--- src/sv/dht_pkg.sv ---
`default_nettype none

package dht_pkg;

   // Marker bytes of a DHT segment
   localparam logic [7:0] MARKER_FF  = 8'hFF;
   localparam logic [7:0] MARKER_DHT = 8'hC4;

   // Number of code-length counts per table, longest code allowed
   localparam int NUM_LEVELS      = 16;
   localparam int MAX_CODE_LENGTH = 16;

   // Result status codes
   localparam logic [2:0] ST_ENTRY      = 3'd0;
   localparam logic [2:0] ST_EMPTY      = 3'd1;
   localparam logic [2:0] ST_BAD_MARKER = 3'd2;
   localparam logic [2:0] ST_OVERSUB    = 3'd3;
   localparam logic [2:0] ST_OVERRUN    = 3'd4;

   // Parser phases; PH_SKIP walks past empty code lengths
   typedef enum logic [3:0] {
      PH_MARK_FF,
      PH_MARK_C4,
      PH_LEN_HI,
      PH_LEN_LO,
      PH_INFO,
      PH_COUNTS,
      PH_SYMS,
      PH_SKIP,
      PH_IDLE
   } phase_type;

   // Controller to datapath
   typedef struct packed {
      logic       clear_marker;
      logic       load_len_hi;
      logic       load_len_lo;
      logic       count_byte;
      logic       load_info;
      logic       write_count;
      logic       start_codes;
      logic       emit_sym;
      logic       skip_step;
      logic       skip_done;
      logic       push;
      logic       res_entry;
      logic       res_lt;
      logic       res_ls;
      logic [2:0] res_status;
   } cmd_type;

   // Datapath to controller
   typedef struct packed {
      logic byte_ff;
      logic byte_dht;
      logic len_short;
      logic len_two;
      logic at_end;
      logic last_count;
      logic oversub;
      logic total_zero;
      logic sym_last;
      logic level_advance;
      logic skip_more;
   } sts_type;

   // One result beat
   typedef struct packed {
      logic [3:0]  table_class;
      logic [3:0]  table_id;
      logic [7:0]  symbol_value;
      logic [15:0] code_bits;
      logic [4:0]  code_length;
      logic        last_of_table;
      logic        last_of_segment;
      logic [2:0]  status;
   } rsp_type;

endpackage

`default_nettype wire

--- src/sv/dht_req_if.sv ---
`default_nettype none

interface dht_req_if;
   logic       valid;
   logic       ready;
   logic [7:0] data_byte;
   logic       first_byte;

   modport source (output valid, output data_byte, output first_byte, input ready);
   modport sink   (input valid, input data_byte, input first_byte, output ready);
endinterface

`default_nettype wire

--- src/sv/dht_rsp_if.sv ---
`default_nettype none

interface dht_rsp_if;
   logic        valid;
   logic        ready;
   logic [3:0]  table_class;
   logic [3:0]  table_id;
   logic [7:0]  symbol_value;
   logic [15:0] code_bits;
   logic [4:0]  code_length;
   logic        last_of_table;
   logic        last_of_segment;
   logic [2:0]  status;

   modport source (
      output valid, output table_class, output table_id, output symbol_value,
      output code_bits, output code_length, output last_of_table,
      output last_of_segment, output status, input ready
   );
   modport sink (
      input valid, input table_class, input table_id, input symbol_value,
      input code_bits, input code_length, input last_of_table,
      input last_of_segment, input status, output ready
   );
endinterface

`default_nettype wire

--- src/sv/dht_segment_huffman_code_builder_core.sv ---
// DHT segment canonical Huffman code builder.
// req_if carries one segment byte per beat (data_byte, first_byte); a beat
// with first_byte set restarts parsing at the FF C4 marker. rsp_if carries
// one code entry per symbol byte, plus notice beats (empty table) and error
// beats (bad marker, over-subscribed counts, segment overrun) which also end
// the segment.
// Marker, length, class/id and count bytes are accepted whenever the result
// queue has space. A symbol byte that finishes a code length is followed by
// a scan of the count table, one length per cycle, stepping past empty
// lengths. The sixteenth count starts the same scan from length 1.
// A result beat is pushed into the result queue when its byte is accepted.
// Results go through a two-beat queue; the byte side keeps running while a
// beat waits, and req_if.ready drops only when the queue is full or during
// the length scan.
// Reset: queue emptied, parser waits for the first marker byte (the first
// byte after reset is taken as a marker byte even without first_byte).
`default_nettype none

module dht_segment_huffman_code_builder_core import dht_pkg::*; (
   input  wire logic  clock,
   input  wire logic  reset,
   dht_req_if.sink    req_if,
   dht_rsp_if.source  rsp_if
);

   cmd_type cmd;
   sts_type sts;
   rsp_type rsp_new;
   rsp_type rsp_out;
   logic    space;

   // Parser state machine
   dht_ctrl u_ctrl (
      .clock      (clock),
      .reset      (reset),
      .req_valid  (req_if.valid),
      .first_byte (req_if.first_byte),
      .space      (space),
      .sts        (sts),
      .req_ready  (req_if.ready),
      .cmd        (cmd)
   );

   // Counters, count table and code generator
   dht_dp u_dp (
      .clock     (clock),
      .reset     (reset),
      .cmd       (cmd),
      .data_byte (req_if.data_byte),
      .sts       (sts),
      .rsp       (rsp_new)
   );

   // Result queue
   dht_obuf u_obuf (
      .clock     (clock),
      .reset     (reset),
      .push      (cmd.push),
      .push_data (rsp_new),
      .space     (space),
      .out_valid (rsp_if.valid),
      .out_ready (rsp_if.ready),
      .out_data  (rsp_out)
   );

   assign rsp_if.table_class     = rsp_out.table_class;
   assign rsp_if.table_id        = rsp_out.table_id;
   assign rsp_if.symbol_value    = rsp_out.symbol_value;
   assign rsp_if.code_bits       = rsp_out.code_bits;
   assign rsp_if.code_length     = rsp_out.code_length;
   assign rsp_if.last_of_table   = rsp_out.last_of_table;
   assign rsp_if.last_of_segment = rsp_out.last_of_segment;
   assign rsp_if.status          = rsp_out.status;

endmodule

`default_nettype wire

--- src/sv/dht_dp.sv ---
`default_nettype none

module dht_dp import dht_pkg::*; (
   input  wire logic       clock,
   input  wire logic       reset,
   input  wire cmd_type    cmd,
   input  wire logic [7:0] data_byte,
   output sts_type         sts,
   output rsp_type         rsp
);

   logic [15:0] seg_len_ff,   seg_len_in;
   logic [15:0] consumed_ff,  consumed_in;
   logic [3:0]  class_ff,     class_in;
   logic [3:0]  id_ff,        id_in;
   logic [3:0]  count_idx_ff, count_idx_in;
   logic [16:0] avail_ff,     avail_in;
   logic        over_ff,      over_in;
   logic [11:0] total_ff,     total_in;
   logic [4:0]  level_ff,     level_in;
   logic [16:0] code_ff,      code_in;
   logic [7:0]  left_ff,      left_in;
   logic [11:0] syms_left_ff, syms_left_in;
   logic [7:0]  counts_ff [NUM_LEVELS];

   logic [15:0] consumed_inc;
   logic [15:0] seg_full;
   logic [16:0] avail_dbl;
   logic [4:0]  count_lvl;
   logic        over_now;
   logic [11:0] total_now;
   logic [3:0]  lvl_idx;
   logic [7:0]  lvl_count;
   logic [16:0] code_inc;
   logic [7:0]  left_dec;

   // Shared arithmetic
   always_comb begin
      consumed_inc = consumed_ff + 16'd1;
      seg_full     = {seg_len_ff[15:8], data_byte};
      avail_dbl    = {avail_ff[15:0], 1'b0};
      count_lvl    = {1'b0, count_idx_ff} + 5'd1;
      // running Kraft check: this length's count against free codes
      over_now     = over_ff
                   | ({9'd0, data_byte} > avail_dbl)
                   | ((count_lvl > 5'(MAX_CODE_LENGTH)) && (data_byte != 8'd0));
      total_now    = total_ff + {4'd0, data_byte};
      lvl_idx      = 4'(level_ff - 5'd1);
      lvl_count    = counts_ff[lvl_idx];
      code_inc     = code_ff + 17'd1;
      left_dec     = left_ff - 8'd1;
   end

   // Status to controller
   always_comb begin
      sts.byte_ff       = (data_byte == MARKER_FF);
      sts.byte_dht      = (data_byte == MARKER_DHT);
      sts.len_short     = (seg_full < 16'd2);
      sts.len_two       = (seg_full == 16'd2);
      sts.at_end        = (consumed_inc == seg_len_ff);
      sts.last_count    = (count_idx_ff == 4'(NUM_LEVELS - 1));
      sts.oversub       = over_now;
      sts.total_zero    = (total_now == 12'd0);
      sts.sym_last      = (syms_left_ff <= 12'd1);
      sts.level_advance = (left_dec == 8'd0) && (level_ff < 5'(NUM_LEVELS));
      sts.skip_more     = (level_ff < 5'(NUM_LEVELS)) && (lvl_count == 8'd0);
   end

   // Next-state of the datapath registers
   always_comb begin
      seg_len_in   = seg_len_ff;
      consumed_in  = consumed_ff;
      class_in     = class_ff;
      id_in        = id_ff;
      count_idx_in = count_idx_ff;
      avail_in     = avail_ff;
      over_in      = over_ff;
      total_in     = total_ff;
      level_in     = level_ff;
      code_in      = code_ff;
      left_in      = left_ff;
      syms_left_in = syms_left_ff;

      if (cmd.clear_marker) begin
         class_in = 4'd0;
         id_in    = 4'd0;
      end
      if (cmd.load_len_hi) begin
         seg_len_in  = {data_byte, 8'd0};
         consumed_in = 16'd1;
      end
      if (cmd.load_len_lo) begin
         seg_len_in  = seg_full;
         consumed_in = 16'd2;
      end
      if (cmd.count_byte) begin
         consumed_in = consumed_inc;
      end
      if (cmd.load_info) begin
         class_in     = data_byte[7:4];
         id_in        = data_byte[3:0];
         count_idx_in = 4'd0;
         avail_in     = 17'd1;
         over_in      = 1'b0;
         total_in     = 12'd0;
      end
      if (cmd.write_count) begin
         count_idx_in = count_idx_ff + 4'd1;
         avail_in     = avail_dbl - {9'd0, data_byte};
         over_in      = over_now;
         total_in     = total_now;
      end
      if (cmd.start_codes) begin
         level_in     = 5'd1;
         code_in      = 17'd0;
         syms_left_in = total_now;
      end
      if (cmd.emit_sym) begin
         code_in      = code_inc;
         left_in      = left_dec;
         syms_left_in = sts.sym_last ? 12'd0 : syms_left_ff - 12'd1;
         // length finished: shift code and move to the next length
         if (!sts.sym_last && sts.level_advance) begin
            code_in  = {code_inc[15:0], 1'b0};
            level_in = level_ff + 5'd1;
         end
      end
      if (cmd.skip_step) begin
         code_in  = {code_ff[15:0], 1'b0};
         level_in = level_ff + 5'd1;
      end
      if (cmd.skip_done) begin
         left_in = lvl_count;
      end
   end

   always_ff @(posedge clock) begin
      if (reset) begin
         seg_len_ff   <= '0;
         consumed_ff  <= '0;
         class_ff     <= '0;
         id_ff        <= '0;
         count_idx_ff <= '0;
         avail_ff     <= 17'd1;
         over_ff      <= 1'b0;
         total_ff     <= '0;
         level_ff     <= 5'd1;
         code_ff      <= '0;
         left_ff      <= '0;
         syms_left_ff <= '0;
      end else begin
         seg_len_ff   <= seg_len_in;
         consumed_ff  <= consumed_in;
         class_ff     <= class_in;
         id_ff        <= id_in;
         count_idx_ff <= count_idx_in;
         avail_ff     <= avail_in;
         over_ff      <= over_in;
         total_ff     <= total_in;
         level_ff     <= level_in;
         code_ff      <= code_in;
         left_ff      <= left_in;
         syms_left_ff <= syms_left_in;
      end
   end

   // Code-length counts of the current table
   always_ff @(posedge clock) begin
      if (cmd.write_count) begin
         counts_ff[count_idx_ff] <= data_byte;
      end
   end

   // Result beat for this byte
   always_comb begin
      if (cmd.load_info) begin
         rsp.table_class = data_byte[7:4];
         rsp.table_id    = data_byte[3:0];
      end else if (cmd.clear_marker) begin
         rsp.table_class = 4'd0;
         rsp.table_id    = 4'd0;
      end else begin
         rsp.table_class = class_ff;
         rsp.table_id    = id_ff;
      end
      rsp.symbol_value    = cmd.res_entry ? data_byte     : 8'd0;
      rsp.code_bits       = cmd.res_entry ? code_ff[15:0] : 16'd0;
      rsp.code_length     = cmd.res_entry ? level_ff      : 5'd0;
      rsp.last_of_table   = cmd.res_lt;
      rsp.last_of_segment = cmd.res_ls;
      rsp.status          = cmd.res_status;
   end

endmodule

`default_nettype wire

--- src/sv/dht_ctrl.sv ---
`default_nettype none

module dht_ctrl import dht_pkg::*; (
   input  wire logic    clock,
   input  wire logic    reset,
   input  wire logic    req_valid,
   input  wire logic    first_byte,
   input  wire logic    space,
   input  wire sts_type sts,
   output logic         req_ready,
   output cmd_type      cmd
);

   phase_type phase_ff, phase_in;
   phase_type eff_phase;
   logic      accept;

   // first_byte resyncs to the marker from any phase but PH_SKIP
   always_comb begin
      req_ready = (phase_ff != PH_SKIP) && space;
      accept    = req_valid && req_ready;
      eff_phase = (first_byte && (phase_ff != PH_SKIP)) ? PH_MARK_FF : phase_ff;
   end

   // Next state
   always_comb begin
      phase_in = phase_ff;
      case (eff_phase)
         PH_MARK_FF: begin
            if (accept) phase_in = sts.byte_ff ? PH_MARK_C4 : PH_IDLE;
         end
         PH_MARK_C4: begin
            if (accept) phase_in = sts.byte_dht ? PH_LEN_HI : PH_IDLE;
         end
         PH_LEN_HI: begin
            if (accept) phase_in = PH_LEN_LO;
         end
         PH_LEN_LO: begin
            if (accept) phase_in = (sts.len_short || sts.len_two) ? PH_IDLE : PH_INFO;
         end
         PH_INFO: begin
            if (accept) phase_in = sts.at_end ? PH_IDLE : PH_COUNTS;
         end
         PH_COUNTS: begin
            if (accept) begin
               if (!sts.last_count) begin
                  phase_in = sts.at_end ? PH_IDLE : PH_COUNTS;
               end else if (sts.oversub) begin
                  phase_in = PH_IDLE;
               end else if (sts.total_zero) begin
                  phase_in = sts.at_end ? PH_IDLE : PH_INFO;
               end else begin
                  phase_in = sts.at_end ? PH_IDLE : PH_SKIP;
               end
            end
         end
         PH_SYMS: begin
            if (accept) begin
               if (sts.at_end && !sts.sym_last) begin
                  phase_in = PH_IDLE;
               end else if (sts.sym_last) begin
                  phase_in = sts.at_end ? PH_IDLE : PH_INFO;
               end else if (sts.level_advance) begin
                  phase_in = PH_SKIP;
               end else begin
                  phase_in = PH_SYMS;
               end
            end
         end
         PH_SKIP: begin
            if (!sts.skip_more) phase_in = PH_SYMS;
         end
         PH_IDLE: begin
            phase_in = PH_IDLE;
         end
         default: begin
            phase_in = PH_IDLE;
         end
      endcase
   end

   // Commands
   always_comb begin
      cmd = '0;
      case (eff_phase)
         PH_MARK_FF: begin
            if (accept) begin
               cmd.clear_marker = 1'b1;
               if (!sts.byte_ff) begin
                  cmd.push       = 1'b1;
                  cmd.res_ls     = 1'b1;
                  cmd.res_status = ST_BAD_MARKER;
               end
            end
         end
         PH_MARK_C4: begin
            if (accept && !sts.byte_dht) begin
               cmd.push       = 1'b1;
               cmd.res_ls     = 1'b1;
               cmd.res_status = ST_BAD_MARKER;
            end
         end
         PH_LEN_HI: begin
            cmd.load_len_hi = accept;
         end
         PH_LEN_LO: begin
            if (accept) begin
               cmd.load_len_lo = 1'b1;
               if (sts.len_short) begin
                  cmd.push       = 1'b1;
                  cmd.res_ls     = 1'b1;
                  cmd.res_status = ST_OVERRUN;
               end
            end
         end
         PH_INFO: begin
            if (accept) begin
               cmd.count_byte = 1'b1;
               cmd.load_info  = 1'b1;
               if (sts.at_end) begin
                  cmd.push       = 1'b1;
                  cmd.res_ls     = 1'b1;
                  cmd.res_status = ST_OVERRUN;
               end
            end
         end
         PH_COUNTS: begin
            if (accept) begin
               cmd.count_byte  = 1'b1;
               cmd.write_count = 1'b1;
               if (!sts.last_count) begin
                  if (sts.at_end) begin
                     cmd.push       = 1'b1;
                     cmd.res_ls     = 1'b1;
                     cmd.res_status = ST_OVERRUN;
                  end
               end else if (sts.oversub) begin
                  cmd.push       = 1'b1;
                  cmd.res_ls     = 1'b1;
                  cmd.res_status = ST_OVERSUB;
               end else if (sts.total_zero) begin
                  cmd.push       = 1'b1;
                  cmd.res_lt     = 1'b1;
                  cmd.res_ls     = sts.at_end;
                  cmd.res_status = ST_EMPTY;
               end else if (sts.at_end) begin
                  cmd.push       = 1'b1;
                  cmd.res_ls     = 1'b1;
                  cmd.res_status = ST_OVERRUN;
               end else begin
                  cmd.start_codes = 1'b1;
               end
            end
         end
         PH_SYMS: begin
            if (accept) begin
               cmd.count_byte = 1'b1;
               cmd.push       = 1'b1;
               if (sts.at_end && !sts.sym_last) begin
                  cmd.res_ls     = 1'b1;
                  cmd.res_status = ST_OVERRUN;
               end else begin
                  cmd.emit_sym   = 1'b1;
                  cmd.res_entry  = 1'b1;
                  cmd.res_lt     = sts.sym_last;
                  cmd.res_ls     = sts.sym_last && sts.at_end;
                  cmd.res_status = ST_ENTRY;
               end
            end
         end
         PH_SKIP: begin
            cmd.skip_step = sts.skip_more;
            cmd.skip_done = !sts.skip_more;
         end
         default: begin
            cmd = '0;
         end
      endcase
   end

   always_ff @(posedge clock) begin
      if (reset) begin
         phase_ff <= PH_MARK_FF;
      end else begin
         phase_ff <= phase_in;
      end
   end

endmodule

`default_nettype wire

--- src/sv/dht_obuf.sv ---
`default_nettype none

module dht_obuf import dht_pkg::*; (
   input  wire logic    clock,
   input  wire logic    reset,
   input  wire logic    push,
   input  wire rsp_type push_data,
   output logic         space,
   output logic         out_valid,
   input  wire logic    out_ready,
   output rsp_type      out_data
);

   rsp_type    entry_ff [2];
   logic       wr_ptr_ff, wr_ptr_in;
   logic       rd_ptr_ff, rd_ptr_in;
   logic [1:0] cnt_ff,    cnt_in;
   logic       pop;

   // Two-beat result queue
   always_comb begin
      out_valid = (cnt_ff != 2'd0);
      space     = (cnt_ff != 2'd2);
      out_data  = entry_ff[rd_ptr_ff];
      pop       = out_valid && out_ready;
      wr_ptr_in = push ? ~wr_ptr_ff : wr_ptr_ff;
      rd_ptr_in = pop  ? ~rd_ptr_ff : rd_ptr_ff;
      cnt_in    = cnt_ff + {1'b0, push} - {1'b0, pop};
   end

   always_ff @(posedge clock) begin
      if (reset) begin
         wr_ptr_ff <= 1'b0;
         rd_ptr_ff <= 1'b0;
         cnt_ff    <= 2'd0;
      end else begin
         wr_ptr_ff <= wr_ptr_in;
         rd_ptr_ff <= rd_ptr_in;
         cnt_ff    <= cnt_in;
      end
   end

   always_ff @(posedge clock) begin
      if (push) begin
         entry_ff[wr_ptr_ff] <= push_data;
      end
   end

endmodule

`default_nettype wire

--- src/flat_wrapper.sv ---
// flat-port wrapper written by rule: the top's interface ports become plain ports
module dht_segment_huffman_code_builder_core_flat import dht_pkg::*;
  (clock, reset, req_if_valid, req_if_data_byte, req_if_first_byte, req_if_ready, rsp_if_valid, rsp_if_table_class, rsp_if_table_id, rsp_if_symbol_value, rsp_if_code_bits, rsp_if_code_length, rsp_if_last_of_table, rsp_if_last_of_segment, rsp_if_status, rsp_if_ready);
  dht_req_if req_if_i ();
  dht_rsp_if rsp_if_i ();
  input  wire logic clock;
  input  wire logic reset;
  input wire logic [$bits(req_if_i.valid)-1:0] req_if_valid;
  input wire logic [$bits(req_if_i.data_byte)-1:0] req_if_data_byte;
  input wire logic [$bits(req_if_i.first_byte)-1:0] req_if_first_byte;
  output wire logic [$bits(req_if_i.ready)-1:0] req_if_ready;
  output wire logic [$bits(rsp_if_i.valid)-1:0] rsp_if_valid;
  output wire logic [$bits(rsp_if_i.table_class)-1:0] rsp_if_table_class;
  output wire logic [$bits(rsp_if_i.table_id)-1:0] rsp_if_table_id;
  output wire logic [$bits(rsp_if_i.symbol_value)-1:0] rsp_if_symbol_value;
  output wire logic [$bits(rsp_if_i.code_bits)-1:0] rsp_if_code_bits;
  output wire logic [$bits(rsp_if_i.code_length)-1:0] rsp_if_code_length;
  output wire logic [$bits(rsp_if_i.last_of_table)-1:0] rsp_if_last_of_table;
  output wire logic [$bits(rsp_if_i.last_of_segment)-1:0] rsp_if_last_of_segment;
  output wire logic [$bits(rsp_if_i.status)-1:0] rsp_if_status;
  input wire logic [$bits(rsp_if_i.ready)-1:0] rsp_if_ready;
  assign req_if_i.valid = req_if_valid;
  assign req_if_i.data_byte = req_if_data_byte;
  assign req_if_i.first_byte = req_if_first_byte;
  assign req_if_ready = req_if_i.ready;
  assign rsp_if_valid = rsp_if_i.valid;
  assign rsp_if_table_class = rsp_if_i.table_class;
  assign rsp_if_table_id = rsp_if_i.table_id;
  assign rsp_if_symbol_value = rsp_if_i.symbol_value;
  assign rsp_if_code_bits = rsp_if_i.code_bits;
  assign rsp_if_code_length = rsp_if_i.code_length;
  assign rsp_if_last_of_table = rsp_if_i.last_of_table;
  assign rsp_if_last_of_segment = rsp_if_i.last_of_segment;
  assign rsp_if_status = rsp_if_i.status;
  assign rsp_if_i.ready = rsp_if_ready;
  dht_segment_huffman_code_builder_core u_core (.clock(clock), .reset(reset), .req_if(req_if_i), .rsp_if(rsp_if_i));
endmodule
--- config.mk ---
export PLATFORM = sky130hd
export DESIGN_NAME = dht_segment_huffman_code_builder_core_flat
export DESIGN_NICKNAME = d
export VERILOG_FILES = /design/src/sv/dht_pkg.sv /design/src/sv/dht_req_if.sv /design/src/sv/dht_rsp_if.sv /design/src/sv/dht_segment_huffman_code_builder_core.sv /design/src/sv/dht_dp.sv /design/src/sv/dht_ctrl.sv /design/src/sv/dht_obuf.sv /design/src/flat_wrapper.sv
export SDC_FILE = /design/constraint.sdc
export NUM_CORES = 1
export LEC_CHECK = 0
export ABC_AREA = 1
export BUFFER_PORTS_ARGS = -buffer_cell sky130_fd_sc_hd__buf_2
export CAP_MARGIN = 10
export CORE_MARGIN = 4
export CORE_UTILIZATION = 45
export CTS_CLUSTER_DIAMETER = 60
export DETAILED_ROUTE_END_ITERATION = 10
export PLACE_DENSITY = 0.71
export SYNTH_ARGS = -nofsm -noshare
export SYNTH_HDL_FRONTEND = slang
export SYNTH_HIERARCHICAL = 1
export SYNTH_SLANG_ARGS = --single-unit
export TNS_END_PERCENT = 50
--- constraint.sdc ---
create_clock -name clock -period 6.5 [get_ports clock]
set_input_delay 0.65 -clock clock [delete_from_list [all_inputs] [get_ports clock]]
set_output_delay 0.65 -clock clock [all_outputs]
set_load 0.05 [all_outputs]
======== Yosys cells after proc, flatten, opt, wreduce, memory -nomap -nowiden ========
Memory sizes are Yosys's and may differ from the RTL's. A register that Yosys moved wholly into a read port is not among the register bits.
Index checks and enable logic that the tools add are counted.
storage, ports and cells
  register bits after elaboration ......... 123
  bits in writable memories ............... 212
  output and inout port bits .............. 44
  word-level logic and storage cells ...... 207
  memories ................................ 2
memory list
  name                    words  width  rd ports  clocked after Yosys merged registers in  write ports  line            text
  u_core.u_dp.counts_ff   16     8      1         0                                        1            dht_dp.sv:24    logic [7:0] counts_ff [NUM_LEVELS];
  u_core.u_obuf.entry_ff  2      42     1         1                                        1            dht_obuf.sv:14  rsp_type entry_ff [2];
cells by class
  add/sub/neg operators ................... 12
  order comparisons ....................... 5
  eq/ne operators ......................... 22
  reductions and logical operators ........ 32
  multiplexer cells ....................... 111
  bitwise gates (word level) .............. 5
operators by type and width
  kind                                                                            number
  4-bit two-way mux                                                               36
  16-bit two-way mux                                                              6
  17-bit two-way mux                                                              4
  12-bit two-way mux                                                              5
  8-bit two-way mux                                                               7
  1-bit two-way mux                                                               36
  4-bit one-hot mux with 8 select lines                                           1
  5-bit two-way mux                                                               6
  4-bit one-hot mux with 6 select lines                                           1
  2-bit inequality test (second input constant)                                   9
  17-bit by 1-bit adder with 17-bit output (second input constant)                1
  8-bit by 17-bit greater-than comparator with 1-bit output                       1
  16-bit by 1-bit adder with 16-bit output (second input constant)                1
  16-bit == test                                                                  1
  16-bit by 2-bit == test with 1-bit output (second input constant)               1
  4-bit by 3-bit == test with 1-bit output (second input constant)                4
  8-bit == test (second input constant)                                           2
  8-bit zero test                                                                 2
  16-bit by 2-bit less-than comparator with 1-bit output (second input constant)  1
  16-bit by 8-bit subtractor with 16-bit output                                   1
  12-bit by 8-bit adder with 12-bit output                                        1
  12-bit by 1-bit <= comparator with 1-bit output (second input constant)         1
  12-bit zero test                                                                1
  2-bit nonzero test                                                              6
  other kinds (29)                                                                52

======== Depth between registers and ports, before layout ========
  word-level depth ........................ 12
  gate-level depth with buffers ........... 26

======== Hierarchy ========
Netlist, hierarchy kept.
modules (own cells, without submodules)
  module    area an instance (µm²)  times used  cells each  seq. area each (µm²)
  dht_dp    12996.2                 1           1643        6125.9
  dht_obuf  3475.8                  1           167         2622.5
  dht_ctrl  733.2                   1           141         80.1

======== Worst setup path after synthesis ========
OpenSTA, ideal clock, no wires.
  path kind ............................... input port to flip-flop
  from .................................... input req_if_data_byte[0]
  to ...................................... memory u_core/u_obuf/entry_ff[0][0] (netlist name), enable pin
  arrival time ............................ 4.606 ns
  buffers on the path ..................... 0
  slack ................................... 1.452 ns
  cell stages on the path ................. 17
  cell sequence ........................... ha_1 fa_1 nand3_1 nand2_1 xnor2_1 nand2_1 nor3_1 nand3_1 nor2_1 o21ai_0 nand2_1 nand3_1 nand2_1 nor2_1 o21ai_1 inv_1 nor2_1
RTL lines
  what         line               text
  from (decl)  flat_wrapper.sv:9  input wire logic [$bits(req_if_i.data_byte)-1:0] req_if_data_byte;
  to (decl)    dht_obuf.sv:14

==> impl_metrics.ini <==
[global_route]
antenna_found_initial = 0
grt_max_degree = 92
grt_pass1_wl_um = 66700
grt_pass1_vias = 12900
grtUsageTotal_pct = 19.5
grt_overflow = 0

[cts]
numCtsBuffers = 39
cts_tree = built
h-tree-depth = 2
cts_resized = 0
clk_latency_ps = 530
post-cts-setup-buffer-count = 0
root_buffer = clkbuf_16
clk_pin_slew_ps = 60
cts_sinks = 335
cts.hold.buffers_added = 0
cts.path.max_buffers = 3

[layout]
layout_commonest_cell = nand2_1
fill_cells = 3446
drive_gt1_share_pct = 11.1
final_cell_mix = nand2_1 (391), nor2_1 (234), edfxtp_1 (212)
n_antenna_cell = 0
nets = 2033
syn2layout_area_growth_pct = 10.7
utilization_pct = 50.6

[power_and_ir_drop]
power.share.clock_pct = 38.6
power_density_nw_per_um2 = 300
p_seq_share_pct = 43.0
peakVddDrop_uv = 189
leakage_uw = 0.00738
p_switching_uw = 1650
power.total_uw = 5710
intPower_uw = 4050
swShare_pct = 29.0
power_frac_comb_pct = 18.4

[logic_synthesis]
synth_edf_count = 212
syn_inst = 1951
synth.cell_area_um2 = 17200
yosys_most_used_dff = edfxtp_1
synth_nets = 2002
syn_area_per_cell_um2 = 8.82
async_flop_share_pct = 0
ys_warn_count = 6
synth_seq_cells = 335
yosysSeqAreaShare_pct = 51.3
synth_cell_types = 57

[timing]
max_freq_mhz = 208
maxSlewViolCount = 0
hold_ws_ps = 436
tightest_slew_ps = 1100
finalHoldViolations = 0
fin_skew_ps = 13.1
fin_ws_ps = 1700
slew_headroom_pct = 26.7
setup_viol = 0
fin_crit_sh_pct = 73.8
rsz0062_at_grt = no
finalCriticalPeriod_ps = 4800
fin_tns_setup_ps = 0

[placed_design]
dp_hpwl_um = 27200
dp_slack_ps = 1450
io_buffer_count = 56
gp_congestion = 0.884

[setup_path]
cp.arrival_ps = 5240
critPathBufInv = 5
path_max_fanout = 25
end_kind = flip-flop
crit_type = reg -> reg
worstPathCellList = inv_1, ha_1, clkinv_1, nor2_1, o21ai_0, nand2_1, o211ai_1, nand2_1, nor2_1, nand3_1, nor2_1, nand2_1, inv_1, inv_1, nand2_1, o22ai_1, inv_1, a21oi_1
critPathMaxStageDelay_ps = 870
cp_slowest_cell = ha_1
crit_path_start_kind = flip-flop
worstPathRequired_ps = 6940
critPathTopFamily = buffers and inverters

[routing]
drc = 0
ant_nets = 0
drtIter0Drc = 1396
wirelength_um = 41300
wl_per_cell_um = 16.4
via_count = 13600
firstDrtPassIters = 5
viasPerCell = 5.40

[floorplanning]
dieHeight_um = 204
fp-row-count = 71
dieArea_um2 = 41400
initial_utilization_pct = 45.7
ios = 57
die_w_um = 204
core_area_um2 = 37700

[min_path]
hold_path_class = in -> reg

[status]
status = complete, no violations

[run]
cap_violations = 0
[routing by layer]
layer	track usage (%)	part of all wire, %	vias to the layer above	wire length, um
li1	-	-	6655	-
met1	27.2	45	6442	18600
met2	31.4	45	449	18700
met3	3.24	6.3	77	2600
met4	6.60	3.3	0	1350
met5	0	0	-	0
[flip-flops by register name, indices dropped and copies added (netlist names), named ones only]
register	count
u_core/u_dp/counts_ff	128
u_core/u_obuf/entry_ff	84
u_core/u_dp/avail_ff	16
u_core/u_dp/code_ff	16
u_core/u_dp/consumed_ff	16
u_core/u_dp/seg_len_ff	16
u_core/u_dp/syms_left_ff	12
u_core/u_dp/total_ff	12
u_core/u_dp/left_ff	8
u_core/u_dp/level_ff	5
u_core/u_ctrl/phase_ff	4
u_core/u_dp/class_ff	4
u_core/u_dp/count_idx_ff	4
u_core/u_dp/id_ff	4
u_core/u_obuf/cnt_ff	2
u_core/u_dp/over_ff	1
u_core/u_obuf/rd_ptr_ff	1
u_core/u_obuf/wr_ptr_ff	1
[cells in the mapped netlist, types with 14 or more instances]
| cell type | count | area share (%) |
|---|---|---|
| a21oi_1 | 134 | 3.9 |
| buf_2 | 14 | 0.41 |
| clkbuf_1 | 43 | 0.94 |
| dfxtp_1 | 123 | 14 |
| edfxtp_1 | 212 | 37 |
| ha_1 | 36 | 2.6 |
| inv_1 | 202 | 4.4 |
| mux2_4 | 40 | 3.5 |
| nand2_1 | 391 | 8.5 |
| nand3_1 | 124 | 3.6 |
| nand4_1 | 41 | 1.5 |
| nor2_1 | 237 | 5.2 |
| nor3_1 | 20 | 0.58 |
| o211ai_1 | 32 | 1.4 |
| o21ai_0 | 120 | 3.5 |
| o22ai_1 | 22 | 0.80 |
| xor2_1 | 28 | 1.4 |
[worst paths after layout]
path | startpoint | to | slack, ps | cells after the start
max | u_core/u_dp/level_ff[1] | u_core/u_dp/code_ff[5] | 1700 | 18
min | rsp_if_ready | flip-flop | 440 | 4
max reg2reg | u_core/u_dp/level_ff[1] | u_core/u_dp/code_ff[5] | 1700 | 18
min reg2reg | u_core/u_dp/total_ff[0] | u_core/u_dp/total_ff[0] | 470 | 2
[cell families (layout without fill, tap and decap cells)]
family | Yosys count | count (layout) | synth area share, %
XOR/XNOR | 37 | 37 | 1.93
AO/OA/AOI/OAI | 346 | 346 | 11.1
adder cells (fa/ha/maj) | 38 | 38 | 2.85
multiplexers | 42 | 42 | 3.62
AND/OR/NAND/NOR | 854 | 854 | 21.3
flip-flops | 335 | 335 | 51.3
buffers and inverters | 299 | 360 | 7.82
[tightest hold or removal path, cell delays in order]
cell and delay, ps:
buf_2 90, nand3_1 70, nand2_1 80, nor2_1 40
[power groups by stage]
stage          logic [uW]  registers, uW  clock network, uW
3_5_place_dp         1050           2500                  0
5_1_grt              1120           2470               2340
2_1_floorplan         867           2490                  0
6_report             1050           2450               2200
3_3_place_gp         1050           2490                  0
4_1_cts              1060           2460               2250
[stage by stage]
| stage | cells | cell area (um2) |
|---|---|---|
| after global placement | 2451 | 17700 |
| final | 2523 | 19000 |
| after global routing | 2523 | 19000 |
| after CTS | 2522 | 19000 |
| after detailed placement | 2451 | 17700 |
| after floorplan | 1951 | 17200 |
[final cells by class]
cell class	count	area, um2	share of cell area [%]
sequential	335	8830	46.4
clock buffer	53	1090	5.73
tap	511	639	3.36
inverter	214	803	4.22
timing repair buffer	75	423	2.22
multi-input combinational	1317	7050	37.0
clock inverter	18	206	1.08
Power figures use the tool's default switching activity.
